## src/hw/rtl/rstu_pkg.sv

```systemverilog
`timescale 1ns / 1ps
// ----------------------------------------------------------------------------
// rstu_pkg
// Types and constants shared by the radix string to unsigned converter.
// ----------------------------------------------------------------------------
package rstu_pkg;

  localparam int unsigned CHAR_BITS     = 21;
  localparam int unsigned BASE_BITS     = 6;
  localparam int unsigned STATUS_BITS   = 2;
  localparam int unsigned CFG_ADDR_BITS = 3;
  localparam int unsigned CFG_DATA_BITS = 32;

  // register indexes (paddr[2])
  localparam logic REG_RADIX = 1'b0;

  localparam logic [BASE_BITS-1:0] RADIX_RESET = 6'd10;
  localparam logic [BASE_BITS-1:0] BASE_AUTO   = 6'd0;
  localparam logic [BASE_BITS-1:0] BASE_MIN    = 6'd2;
  localparam logic [BASE_BITS-1:0] BASE_MAX    = 6'd36;
  localparam logic [BASE_BITS-1:0] BASE_HEX    = 6'd16;
  localparam logic [BASE_BITS-1:0] BASE_OCT    = 6'd8;
  localparam logic [BASE_BITS-1:0] BASE_DEC    = 6'd10;

  // status codes
  localparam logic [STATUS_BITS-1:0] STATUS_OK     = 2'd0;
  localparam logic [STATUS_BITS-1:0] STATUS_RANGE  = 2'd1;
  localparam logic [STATUS_BITS-1:0] STATUS_NOCONV = 2'd2;

  // character codes
  localparam logic [CHAR_BITS-1:0] CH_TAB    = 21'd9;
  localparam logic [CHAR_BITS-1:0] CH_CR     = 21'd13;
  localparam logic [CHAR_BITS-1:0] CH_SPACE  = 21'd32;
  localparam logic [CHAR_BITS-1:0] CH_PLUS   = 21'd43;
  localparam logic [CHAR_BITS-1:0] CH_MINUS  = 21'd45;
  localparam logic [CHAR_BITS-1:0] CH_0      = 21'd48;
  localparam logic [CHAR_BITS-1:0] CH_9      = 21'd57;
  localparam logic [CHAR_BITS-1:0] CH_UA     = 21'd65;
  localparam logic [CHAR_BITS-1:0] CH_UX     = 21'd88;
  localparam logic [CHAR_BITS-1:0] CH_UZ     = 21'd90;
  localparam logic [CHAR_BITS-1:0] CH_LA     = 21'd97;
  localparam logic [CHAR_BITS-1:0] CH_LX     = 21'd120;
  localparam logic [CHAR_BITS-1:0] CH_LZ     = 21'd122;
  localparam logic [CHAR_BITS-1:0] UPPER_BIAS = 21'd55;  // 'A' - 10
  localparam logic [CHAR_BITS-1:0] LOWER_BIAS = 21'd87;  // 'a' - 10

  typedef enum logic [5:0] {
    PH_IDLE   = 6'b000001,
    PH_SPACE  = 6'b000010,
    PH_SIGNED = 6'b000100,
    PH_ZERO   = 6'b001000,
    PH_PREFIX = 6'b010000,
    PH_DIGITS = 6'b100000
  } phase_e;

  typedef struct packed {
    logic                 is_space;
    logic                 is_minus;
    logic                 is_plus;
    logic                 is_zero;
    logic                 is_x;
    logic                 is_alnum;
    logic [BASE_BITS-1:0] digit;
  } char_class_t;

endpackage

```

## src/hw/rtl/rstu_if.sv

```systemverilog
`timescale 1ns / 1ps
// ----------------------------------------------------------------------------
// rstu_in_if / rstu_out_if
// Valid/ready channels for characters in and conversion results out.
// ----------------------------------------------------------------------------
interface rstu_in_if;
  logic                           valid;
  logic                           ready;
  logic [rstu_pkg::CHAR_BITS-1:0] char_code;
  logic                           start_req;

  modport source (output valid, char_code, start_req, input ready);
  modport sink (input valid, char_code, start_req, output ready);
endinterface

interface rstu_out_if #(
  parameter int unsigned VALUE_BITS = 64,
  parameter int unsigned COUNT_BITS = 16
);
  logic                             valid;
  logic                             ready;
  logic [VALUE_BITS-1:0]            value;
  logic [rstu_pkg::STATUS_BITS-1:0] status;
  logic [COUNT_BITS-1:0]            chars_consumed;

  modport source (output valid, value, status, chars_consumed, input ready);
  modport sink (input valid, value, status, chars_consumed, output ready);
endinterface

```

## src/hw/rtl/rstu_cfg.sv

```systemverilog
`timescale 1ns / 1ps
// ----------------------------------------------------------------------------
// rstu_cfg
// APB register file holding the radix register.
// ----------------------------------------------------------------------------
module rstu_cfg (
  input  logic                                clk_i,
  input  logic                                rst_ni,
  input  logic                                psel,
  input  logic                                penable,
  input  logic                                pwrite,
  input  logic [rstu_pkg::CFG_ADDR_BITS-1:0]  paddr,
  input  logic [rstu_pkg::CFG_DATA_BITS-1:0]  pwdata,
  output logic [rstu_pkg::CFG_DATA_BITS-1:0]  prdata,
  output logic                                pready,
  output logic [rstu_pkg::BASE_BITS-1:0]      radix_o
);

  logic                              wr_en;
  logic [rstu_pkg::BASE_BITS-1:0]    radix_q;
  logic [rstu_pkg::BASE_BITS-1:0]    radix_d;

  assign pready = 1'b1;
  assign wr_en  = psel && penable && pwrite && (paddr[2] == rstu_pkg::REG_RADIX);

  always_comb begin
    radix_d = radix_q;
    if (wr_en) begin
      radix_d = pwdata[rstu_pkg::BASE_BITS-1:0];
    end
  end

  always_ff @(posedge clk_i or negedge rst_ni) begin
    if (!rst_ni) begin
      radix_q <= rstu_pkg::RADIX_RESET;
    end else begin
      radix_q <= radix_d;
    end
  end

  always_comb begin
    prdata = '0;
    if (paddr[2] == rstu_pkg::REG_RADIX) begin
      prdata = {{(rstu_pkg::CFG_DATA_BITS - rstu_pkg::BASE_BITS){1'b0}}, radix_q};
    end
  end

  assign radix_o = radix_q;

endmodule

```

## src/hw/rtl/rstu_char_class.sv

```systemverilog
`timescale 1ns / 1ps
// ----------------------------------------------------------------------------
// rstu_char_class
// Character decode: whitespace, sign, zero, x, and alphanumeric digit value.
// ----------------------------------------------------------------------------
module rstu_char_class (
  input  logic [rstu_pkg::CHAR_BITS-1:0] char_code_i,
  output rstu_pkg::char_class_t          cls_o
);

  always_comb begin
    cls_o          = '0;
    cls_o.is_space = (char_code_i == rstu_pkg::CH_SPACE) ||
                     ((char_code_i >= rstu_pkg::CH_TAB) && (char_code_i <= rstu_pkg::CH_CR));
    cls_o.is_minus = (char_code_i == rstu_pkg::CH_MINUS);
    cls_o.is_plus  = (char_code_i == rstu_pkg::CH_PLUS);
    cls_o.is_zero  = (char_code_i == rstu_pkg::CH_0);
    cls_o.is_x     = (char_code_i == rstu_pkg::CH_LX) || (char_code_i == rstu_pkg::CH_UX);
    if ((char_code_i >= rstu_pkg::CH_0) && (char_code_i <= rstu_pkg::CH_9)) begin
      cls_o.is_alnum = 1'b1;
      cls_o.digit    = rstu_pkg::BASE_BITS'(char_code_i - rstu_pkg::CH_0);
    end else if ((char_code_i >= rstu_pkg::CH_UA) && (char_code_i <= rstu_pkg::CH_UZ)) begin
      cls_o.is_alnum = 1'b1;
      cls_o.digit    = rstu_pkg::BASE_BITS'(char_code_i - rstu_pkg::UPPER_BIAS);
    end else if ((char_code_i >= rstu_pkg::CH_LA) && (char_code_i <= rstu_pkg::CH_LZ)) begin
      cls_o.is_alnum = 1'b1;
      cls_o.digit    = rstu_pkg::BASE_BITS'(char_code_i - rstu_pkg::LOWER_BIAS);
    end
  end

endmodule

```

## src/hw/rtl/rstu_core.sv

```systemverilog
`timescale 1ns / 1ps
// ----------------------------------------------------------------------------
// rstu_core
// Parse state, digit accumulate step and result register.
// ----------------------------------------------------------------------------
module rstu_core #(
  parameter int unsigned VALUE_BITS = 64,
  parameter int unsigned COUNT_BITS = 16
) (
  input  logic                           clk_i,
  input  logic                           rst_ni,
  input  logic [rstu_pkg::BASE_BITS-1:0] radix_i,
  input  logic                           item_vld_i,
  input  logic                           start_i,
  input  rstu_pkg::char_class_t          cls_i,
  output logic                           adv_o,
  rstu_out_if.source                     out_o
);

  localparam int unsigned BB        = rstu_pkg::BASE_BITS;
  localparam int unsigned PROD_BITS = VALUE_BITS + BB;
  localparam logic [COUNT_BITS-1:0] CountMax = '1;

  rstu_pkg::phase_e        phase_q, phase_d, ph_cur;
  logic [VALUE_BITS-1:0]   acc_q, acc_d, acc_cur;
  logic                    neg_q, neg_d, neg_cur;
  logic                    ovf_q, ovf_d, ovf_cur;
  logic                    any_q, any_d, any_cur;
  logic [BB-1:0]           base_q, base_d, base_cur;
  logic [COUNT_BITS-1:0]   pos_q, pos_d, pos_cur, pos_inc, pos_dec;

  logic                    first_go, take_go, digit_ok, any_t;
  logic [BB-1:0]           take_base;
  logic [PROD_BITS-1:0]    prod;

  logic                          res_vld;
  logic [VALUE_BITS-1:0]         res_value;
  logic [rstu_pkg::STATUS_BITS-1:0] res_status;
  logic [COUNT_BITS-1:0]         res_count;

  logic                          out_vld_q;
  logic [VALUE_BITS-1:0]         value_q;
  logic [rstu_pkg::STATUS_BITS-1:0] status_q;
  logic [COUNT_BITS-1:0]         count_q;

  assign adv_o = item_vld_i && (!out_vld_q || out_o.ready);

  // start item restarts the parse with its own character
  always_comb begin
    ph_cur   = start_i ? rstu_pkg::PH_SPACE : phase_q;
    acc_cur  = start_i ? '0 : acc_q;
    neg_cur  = start_i ? 1'b0 : neg_q;
    ovf_cur  = start_i ? 1'b0 : ovf_q;
    any_cur  = start_i ? 1'b0 : any_q;
    base_cur = start_i ? '0 : base_q;
    pos_cur  = start_i ? '0 : pos_q;
    pos_inc  = (pos_cur == CountMax) ? pos_cur : pos_cur + 1'b1;
    pos_dec  = (pos_cur == CountMax) ? pos_cur : pos_cur - 1'b1;
  end

  always_comb begin
    phase_d    = ph_cur;
    acc_d      = acc_cur;
    neg_d      = neg_cur;
    ovf_d      = ovf_cur;
    any_d      = any_cur;
    base_d     = base_cur;
    pos_d      = pos_cur;
    first_go   = 1'b0;
    take_go    = 1'b0;
    any_t      = any_cur;
    take_base  = base_cur;
    digit_ok   = 1'b0;
    prod       = '0;
    res_vld    = 1'b0;
    res_value  = '0;
    res_status = rstu_pkg::STATUS_OK;
    res_count  = '0;

    case (ph_cur)
      rstu_pkg::PH_SPACE: begin
        if (cls_i.is_space) begin
          pos_d = pos_inc;
        end else if (cls_i.is_minus || cls_i.is_plus) begin
          neg_d   = cls_i.is_minus;
          phase_d = rstu_pkg::PH_SIGNED;
          pos_d   = pos_inc;
        end else begin
          first_go = 1'b1;
        end
      end
      rstu_pkg::PH_SIGNED: begin
        first_go = 1'b1;
      end
      rstu_pkg::PH_ZERO: begin
        if (cls_i.is_x) begin
          base_d  = rstu_pkg::BASE_HEX;
          phase_d = rstu_pkg::PH_PREFIX;
          pos_d   = pos_inc;
        end else begin
          take_base = (radix_i == rstu_pkg::BASE_AUTO) ? rstu_pkg::BASE_OCT
                                                        : rstu_pkg::BASE_HEX;
          any_t     = 1'b1;
          take_go   = 1'b1;
        end
      end
      rstu_pkg::PH_PREFIX: begin
        if (cls_i.is_alnum && (cls_i.digit < rstu_pkg::BASE_HEX)) begin
          take_go = 1'b1;
        end else begin
          res_vld    = 1'b1;
          res_status = rstu_pkg::STATUS_OK;
          res_count  = pos_dec;
        end
      end
      rstu_pkg::PH_DIGITS: begin
        take_go = 1'b1;
      end
      default: begin
      end
    endcase

    if (first_go) begin
      if (((radix_i == rstu_pkg::BASE_AUTO) || (radix_i == rstu_pkg::BASE_HEX)) &&
          cls_i.is_zero) begin
        phase_d = rstu_pkg::PH_ZERO;
        pos_d   = pos_inc;
      end else begin
        take_base = (radix_i == rstu_pkg::BASE_AUTO) ? rstu_pkg::BASE_DEC : radix_i;
        if ((take_base < rstu_pkg::BASE_MIN) || (take_base > rstu_pkg::BASE_MAX)) begin
          base_d     = take_base;
          res_vld    = 1'b1;
          res_status = rstu_pkg::STATUS_NOCONV;
        end else begin
          take_go = 1'b1;
        end
      end
    end

    if (take_go) begin
      base_d   = take_base;
      phase_d  = rstu_pkg::PH_DIGITS;
      any_d    = any_t;
      digit_ok = cls_i.is_alnum && (cls_i.digit < take_base);
      prod     = ({{BB{1'b0}}, acc_cur} * {{VALUE_BITS{1'b0}}, take_base}) +
                 {{VALUE_BITS{1'b0}}, cls_i.digit};
      if (digit_ok) begin
        any_d = 1'b1;
        pos_d = pos_inc;
        if (ovf_cur || (|prod[PROD_BITS-1:VALUE_BITS])) begin
          ovf_d = 1'b1;
        end else begin
          acc_d = prod[VALUE_BITS-1:0];
        end
      end else begin
        res_vld = 1'b1;
        if (ovf_cur) begin
          res_value  = '1;
          res_status = rstu_pkg::STATUS_RANGE;
          res_count  = pos_cur;
        end else if (!any_t) begin
          res_status = rstu_pkg::STATUS_NOCONV;
        end else begin
          res_value  = neg_cur ? ('0 - acc_cur) : acc_cur;
          res_status = rstu_pkg::STATUS_OK;
          res_count  = pos_cur;
        end
      end
    end

    if (res_vld) begin
      phase_d = rstu_pkg::PH_IDLE;
    end
  end

  always_ff @(posedge clk_i or negedge rst_ni) begin
    if (!rst_ni) begin
      phase_q <= rstu_pkg::PH_IDLE;
      acc_q   <= '0;
      neg_q   <= 1'b0;
      ovf_q   <= 1'b0;
      any_q   <= 1'b0;
      base_q  <= '0;
      pos_q   <= '0;
    end else if (adv_o) begin
      phase_q <= phase_d;
      acc_q   <= acc_d;
      neg_q   <= neg_d;
      ovf_q   <= ovf_d;
      any_q   <= any_d;
      base_q  <= base_d;
      pos_q   <= pos_d;
    end
  end

  always_ff @(posedge clk_i or negedge rst_ni) begin
    if (!rst_ni) begin
      out_vld_q <= 1'b0;
    end else if (adv_o && res_vld) begin
      out_vld_q <= 1'b1;
    end else if (out_o.ready) begin
      out_vld_q <= 1'b0;
    end
  end

  always_ff @(posedge clk_i) begin
    if (adv_o && res_vld) begin
      value_q  <= res_value;
      status_q <= res_status;
      count_q  <= res_count;
    end
  end

  assign out_o.valid          = out_vld_q;
  assign out_o.value          = value_q;
  assign out_o.status         = status_q;
  assign out_o.chars_consumed = count_q;

endmodule

```

## src/hw/rtl/radix_string_to_unsigned.sv

```systemverilog
`timescale 1ns / 1ps
// ----------------------------------------------------------------------------
// radix_string_to_unsigned
// Streaming string to unsigned integer converter with APB radix register.
// ----------------------------------------------------------------------------
//  channel   dir  handshake      beat contents
//  in_i      in   valid/ready    char_code, start_req
//  out_o     out  valid/ready    value, status, chars_consumed
//  apb       in   psel/penable   radix register at byte address 0
//
//  One beat per cycle sustained while out_o is not stalled; the terminating
//  character goes to the input register, its result to the result register.
//  Digit step: one radix multiply, add and overflow check per unstalled cycle.
//  Reset clears the parse state and empties both registers; radix resets to 10.
//  A stalled result holds the result register; the input register keeps
//  accepting until it also fills.
// ----------------------------------------------------------------------------
module radix_string_to_unsigned #(
  parameter int unsigned VALUE_BITS = 64,
  parameter int unsigned COUNT_BITS = 16
) (
  input  logic                               clk_i,
  input  logic                               rst_ni,
  input  logic                               psel,
  input  logic                               penable,
  input  logic                               pwrite,
  input  logic [rstu_pkg::CFG_ADDR_BITS-1:0] paddr,
  input  logic [rstu_pkg::CFG_DATA_BITS-1:0] pwdata,
  output logic [rstu_pkg::CFG_DATA_BITS-1:0] prdata,
  output logic                               pready,
  rstu_in_if.sink                            in_i,
  rstu_out_if.source                         out_o
);

  logic [rstu_pkg::BASE_BITS-1:0] radix;
  logic                           in_vld_q;
  logic                           start_q;
  logic [rstu_pkg::CHAR_BITS-1:0] char_q;
  logic                           adv;
  rstu_pkg::char_class_t          cls;

  rstu_cfg u_cfg (
    .clk_i   (clk_i),
    .rst_ni  (rst_ni),
    .psel    (psel),
    .penable (penable),
    .pwrite  (pwrite),
    .paddr   (paddr),
    .pwdata  (pwdata),
    .prdata  (prdata),
    .pready  (pready),
    .radix_o (radix)
  );

  assign in_i.ready = !in_vld_q || adv;

  always_ff @(posedge clk_i or negedge rst_ni) begin
    if (!rst_ni) begin
      in_vld_q <= 1'b0;
    end else if (in_i.valid && in_i.ready) begin
      in_vld_q <= 1'b1;
    end else if (adv) begin
      in_vld_q <= 1'b0;
    end
  end

  always_ff @(posedge clk_i) begin
    if (in_i.valid && in_i.ready) begin
      char_q  <= in_i.char_code;
      start_q <= in_i.start_req;
    end
  end

  rstu_char_class u_char_class (
    .char_code_i (char_q),
    .cls_o       (cls)
  );

  rstu_core #(
    .VALUE_BITS (VALUE_BITS),
    .COUNT_BITS (COUNT_BITS)
  ) u_core (
    .clk_i      (clk_i),
    .rst_ni     (rst_ni),
    .radix_i    (radix),
    .item_vld_i (in_vld_q),
    .start_i    (start_q),
    .cls_i      (cls),
    .adv_o      (adv),
    .out_o      (out_o)
  );

endmodule
```

## src/flat_wrapper.sv

```systemverilog
// flat-port wrapper written by rule: the top's interface ports become plain ports
module radix_string_to_unsigned_flat 
#(
  parameter int unsigned VALUE_BITS = 64,
  parameter int unsigned COUNT_BITS = 16
)
  (clk_i, rst_ni, psel, penable, pwrite, paddr, pwdata, prdata, pready, in_i_valid, in_i_char_code, in_i_start_req, in_i_ready, out_o_valid, out_o_value, out_o_status, out_o_chars_consumed, out_o_ready);
  rstu_in_if in_i_i ();
  rstu_out_if #(.VALUE_BITS(VALUE_BITS), .COUNT_BITS(COUNT_BITS)) out_o_i ();
  input  logic clk_i;
  input  logic rst_ni;
  input  logic psel;
  input  logic penable;
  input  logic pwrite;
  input  logic [rstu_pkg::CFG_ADDR_BITS-1:0] paddr;
  input  logic [rstu_pkg::CFG_DATA_BITS-1:0] pwdata;
  output logic [rstu_pkg::CFG_DATA_BITS-1:0] prdata;
  output logic pready;
  input wire logic [$bits(in_i_i.valid)-1:0] in_i_valid;
  input wire logic [$bits(in_i_i.char_code)-1:0] in_i_char_code;
  input wire logic [$bits(in_i_i.start_req)-1:0] in_i_start_req;
  output wire logic [$bits(in_i_i.ready)-1:0] in_i_ready;
  output wire logic [$bits(out_o_i.valid)-1:0] out_o_valid;
  output wire logic [$bits(out_o_i.value)-1:0] out_o_value;
  output wire logic [$bits(out_o_i.status)-1:0] out_o_status;
  output wire logic [$bits(out_o_i.chars_consumed)-1:0] out_o_chars_consumed;
  input wire logic [$bits(out_o_i.ready)-1:0] out_o_ready;
  assign in_i_i.valid = in_i_valid;
  assign in_i_i.char_code = in_i_char_code;
  assign in_i_i.start_req = in_i_start_req;
  assign in_i_ready = in_i_i.ready;
  assign out_o_valid = out_o_i.valid;
  assign out_o_value = out_o_i.value;
  assign out_o_status = out_o_i.status;
  assign out_o_chars_consumed = out_o_i.chars_consumed;
  assign out_o_i.ready = out_o_ready;
  radix_string_to_unsigned #(.VALUE_BITS(VALUE_BITS), .COUNT_BITS(COUNT_BITS)) u_core (.clk_i(clk_i), .rst_ni(rst_ni), .psel(psel), .penable(penable), .pwrite(pwrite), .paddr(paddr), .pwdata(pwdata), .prdata(prdata), .pready(pready), .in_i(in_i_i), .out_o(out_o_i));
endmodule
```

## config.mk

```make
export PLATFORM = sky130hd
export DESIGN_NAME = radix_string_to_unsigned_flat
export DESIGN_NICKNAME = d
export VERILOG_FILES = /design/src/hw/rtl/rstu_pkg.sv /design/src/hw/rtl/rstu_if.sv /design/src/hw/rtl/rstu_cfg.sv /design/src/hw/rtl/rstu_char_class.sv /design/src/hw/rtl/rstu_core.sv /design/src/hw/rtl/radix_string_to_unsigned.sv /design/src/flat_wrapper.sv
export SDC_FILE = /design/constraint.sdc
export NUM_CORES = 2
export LEC_CHECK = 0
export BUFFER_PORTS_ARGS = -buffer_cell sky130_fd_sc_hd__buf_2
export CORE_UTILIZATION = 30
export CTS_CLUSTER_SIZE = 30
export DETAILED_ROUTE_END_ITERATION = 8
export HOLD_SLACK_MARGIN = 0.03
export SETUP_SLACK_MARGIN = 0.1
export SYNTH_ARGS = -nofsm -noshare
export SYNTH_HDL_FRONTEND = slang
export SYNTH_HIERARCHICAL = 1
export SYNTH_SLANG_ARGS = --single-unit
```

## constraint.sdc

```tcl
create_clock -name clk_i -period 17.1 [get_ports clk_i]
set_clock_uncertainty 0.05 [all_clocks]
set_input_delay 0 -clock clk_i [delete_from_list [all_inputs] [get_ports clk_i]]
set_output_delay 0 -clock clk_i [all_outputs]
set_load 0.05 [all_outputs]
```

* After elaboration in Yosys (flattened, before gate mapping)
Cells that the tools add are included.
** Storage, ports and cells
- Flip-flop bits (word level) :: 207
- Output and inout bits :: 117
** Operators by class
- $add $sub $neg :: 7
- Mux-type cells :: 90
- Eq/ne operators :: 13
- Reductions and logical operators :: 28
- $lt $le $gt $ge :: 12
- Bitwise logic cells :: 2
- $mul :: 1
** Operators by type and width (number)
- $mux 64 :: 7
- $mux 16 :: 16
- $mux 6 :: 21
- $eq 21x6->1 const B :: 4
- $add 70x6->70 :: 1
- $mul 64x6->70 :: 1
- $sub 1x64->64 const A :: 1
- $eq 21x7->1 const B :: 2
- $ge 21x7->1 const B :: 2
- $le 21x7->1 const B :: 2
- $pmux 16 s2 :: 1
- $mux 1 :: 31
- $ge 21x4->1 const B :: 1
- $ge 21x6->1 const B :: 1
- $le 21x4->1 const B :: 1
- $le 21x6->1 const B :: 1
- $mux 7 :: 3
- $add 16x1->16 const B :: 1
- $eq 16x16->1 const B :: 1
- $sub 16x1->16 const B :: 1
- $mux 2 :: 7
- $logic_and 1x1->1 :: 13
- $eq 6x5->1 const B :: 2
- $pmux 6 s2 :: 1
- other kinds (20) :: 31

* Logic depth before layout (Yosys ltp)
- Word-level depth :: 16
- Gate-level depth with buffers :: 37

* Cells and area by module
Netlist, hierarchy kept.
** By module, submodules not included
- rstu_core :: area an instance 22228.8 um^2, sequential area each 4865.9 um^2, cells an instance 2515, instances 1
- radix_string_to_unsigned :: area an instance 714.4 um^2, sequential area each 685.7 um^2, cells an instance 26, instances 1
- rstu_char_class :: area an instance 650.6 um^2, sequential area each 0.0 um^2, cells an instance 95, instances 1
- rstu_cfg :: area an instance 506.7 um^2, sequential area each 152.6 um^2, cells an instance 48, instances 1

* Worst setup path before layout
Ideal clock, no wire load.
- Path kind :: reg-to-reg
- From :: reg u_core/char_q[18] (netlist name)
- To :: reg u_core.u_core.count_q[0] (netlist: u_core/u_core/out_o.chars_consumed[0]) (enable)
- Arrival time :: 7.621 ns
- Stages on the path, launching flop included :: 18
- Path slack :: 8.878 ns
- Clock period less this slack :: 8.222 ns
- Buffers on the path :: 1
- Path through :: edfxtp_1 -> or4_4 -> or4_4 -> nor3_1 -> or3_1 -> o32ai_2 -> nand2_1 -> o21ai_0 -> a22o_1 -> clkbuf_1 -> ha_1 -> nand3_1 -> nand2_1 -> a21oi_1 -> o21ai_1 -> a21o_1 -> nand2_1 -> a21oi_1
** RTL lines
- start, declared :: RTL line radix_string_to_unsigned.sv:38 : logic [rstu_pkg::CHAR_BITS-1:0] char_q;
- start signal, assigned :: RTL line radix_string_to_unsigned.sv:69 : char_q <= in_i.char_code;
- end signal, assigned :: RTL line rstu_core.sv:210 : count_q <= res_count;
- end, declared :: RTL line rstu_core.sv:44 : logic [COUNT_BITS-1:0] count_q;

==> flow_summary.json <==
{
  "outcome": "finished clean",
  "firstDrtPassIters": 5,
  "synth.avg_cell_area_um2": 8.98,
  "rows": 103,
  "cpMaxStageDelayCell": "a21oi_4",
  "hold_violations": 0,
  "arrival_ns": 10.85,
  "slew_headroom_pct": 28.3,
  "pre_cts_ws_ns": 6.76,
  "ir_worst_vdd_mv": 0.0674,
  "dp_hpwl_um": 51800,
  "clk_pin_slew_ns": 0.06,
  "num_io_pins": 181,
  "cts-root-buf": "clkbuf_16",
  "cts_tree": "built",
  "critPathMaxStageDelay_ns": 0.65,
  "postRouteAntennaNets": 0,
  "routabilityCongestion": 0.907,
  "synth_top_area_cell": "fa_1",
  "final_nets": 3217,
  "final_common_cell": "nor2_1",
  "ys_types": 103,
  "routed_wl_um": 67400,
  "crit_required_ns": 17.43,
  "clock_path_buffers": 3,
  "seq_area_frac_synth_pct": 23.7,
  "htree_levels": 1,
  "layout_setup_ws_ns": 6.59,
  "max_freq_ghz": 0.0951,
  "die_w_um": 285,
  "clk_latency_ns": 0.56,
  "mappedNetlistArea_um2": 24100,
  "post_cts_resized": 0,
  "grt_max_degree": 74,
  "drt_iter0_markers": 1354,
  "timing.final.crit_share_pct": 61.5,
  "rsz0062_at_grt": "no",
  "grt-ovfl-total": 0,
  "numPortBuffers": 125,
  "start_util_pct": 30.4,
  "synth.area.top_cells": "fa_1, edfxtp_1, dfrtp_1",
  "vias": 20000,
  "grt_pass1_vias": 20000,
  "post-route-util_pct": 33.6,
  "synth_edf_count": 104,
  "hold_class": "in2reg",
  "slew_violations": 0,
  "synth_top_cell_area_share_pct": 20.9,
  "worst_pin_slew_ns": 1.08,
  "crit_fanout": 59,
  "fill_cells": 8205,
  "regArea_um2": 5700,
  "critPathLaunchType": "flip-flop",
  "finalSetupTns_ns": 0,
  "grt_pass1_wl_um": 111000,
  "ys_warn_count": 6,
  "antenna_found_initial": 0,
  "core_um2": 79300,
  "vias_per_cell": 5.25,
  "cp-end-kind": "flip-flop",
  "antennaDiodeCount": 0,
  "multi_input_area_um2": 17300,
  "postCtsSetupRepairBufs": 0,
  "synthFlopType": "edfxtp_1",
  "routedWlPerCell_um": 17.7,
  "fp.dieH_um": 285,
  "hold_buffers": 39,
  "syn_to_final_growth_pct": 10.6,
  "setup_viol": 0,
  "powerDensity_nw_per_um2": 69.0,
  "fin_cells": 3807,
  "max_cap_viol_count": 0,
  "cts.sinks": 207,
  "layout_common_cells": "nor2_1, nand2_1, fa_1",
  "cts_buffers": 23,
  "final_layout_size_suffix_gt1_share_pct": 10.0,
  "dieArea_um2": 81500,
  "worst-r2r-setup-slack_ns": 6.59,
  "synth-seq-cells": 207,
  "drc": 0,
  "grtUsageTotal_pct": 16.6,
  "async_flop_share_pct": 49.8,
  "leakage_uw": 0.0126,
  "dp.cells": 3726,
  "worstSetupPathType": "reg2reg",
  "fin_crit_ns": 10.51,
  "synthCells": 2684
}
worst max-delay path, delay by kind of cell, from the launching register on:
kind	cells	cell delay [ns]
XOR/XNOR	1	0.16
adder cells (fa/ha/maj)	6	2.54
AND/OR/NAND/NOR	10	2.40
buffers and inverters	3	1.31
AO/OA/AOI/OAI	9	2.91
multiplexers	1	0.24
flip-flops	1	0.55
metal layers:
metal	wire [um]	vias to the layer above	global-route usage, %
met5	0	-	0
met4	1470	0	4.14
met3	3430	89	1.51
met2	31500	571	27.1
met1	31000	9957	23.6
li1	-	9387	-
flip-flops by register name, indices dropped and copies added, names as in the netlist, 2 cells and up:
register and cells:
u_core/u_core/acc_q 64, u_core/u_core/out_o.value 64, u_core/char_q 21, u_core/u_core/out_o.chars_consumed 16
u_core/u_core/pos_q 16, u_core/u_cfg/radix_o 6, u_core/u_core/base_q 6, u_core/u_core/phase_q 6
u_core/u_core/out_o.status 2
cell type report:
cell class | instances | share of cell area [%]
Multi-Input combinational cell | 2236 | 65.0
Sequential cell | 207 | 21.4
Tap cell | 1050 | 4.93
Timing Repair Buffer | 184 | 4.45
Clock buffer | 23 | 2.16
Inverter | 88 | 1.24
Clock inverter | 19 | 0.835
cell usage after synthesis (all sizes together) (16+ instances only):
cell type and n:
buf 54, nand4 40, a21o 41, edfxtp 104, nand2b 23, inv 87
and3 16, clkbuf 124, mux2i 71, fa 252, o21ai 196, xor2 76
xnor2 41, nor4 23, a211oi 16, o31ai 20, nor2 455, dfrtp 100
nor2b 16, nand2 292, ha 161, nor3 51, a31oi 26, nand3 29
mux2 19, a21oi 147, o21bai 16
logic make-up after synthesis:
logic type,count (synthesis),share of synthesized area [%]
flops,207,23.7
mux,90,3.85
simple gates,1020,18.9
buf+inv,266,5.13
other cells,2,0.0312
xor+xnor,117,4.25
compound gates,569,14.8
fa+ha+maj,413,29.3
through the flow:
step | power, uW | hold WS, ns | instance area, um^2
finish | 1840 | 0.0965 | 26700
global route | 1920 | 0.0898 | 26700
CTS | 1850 | 0.0646 | 26700
detailed placement | 1300 | 0.0505 | 25500
global placement | 1300 | 0.0457 | 25500
floorplan | 1130 | -0.346 | 24200
report_power, final:
| group | internal (uW) | switching, uW | total (uW) |
|---|---|---|---|
| registers | 620 | 54.5 | 674 |
| clock network | 299 | 236 | 535 |
| logic | 127 | 503 | 630 |
| total | 1050 | 794 | 1840 |
final timing paths:
check / endpoint / start / cells after the start
setup / recovery: u_core/u_core/acc_q[11] / u_core/char_q[5] / 30
hold / removal: u_core/char_q[14] / in_i_char_code[14] / 2
setup reg to reg: u_core/u_core/acc_q[11] / u_core/char_q[5] / 30
hold reg to reg: u_core/u_core/phase_q[0] / u_core/u_core/phase_q[0] / 2
max in group asynchronous: u_core/u_core/acc_q[23] / rst_ni / 4
min in group asynchronous: u_core/u_core/acc_q[47] / rst_ni / 3
No activity file was read; power rests on OpenSTA's default activity.
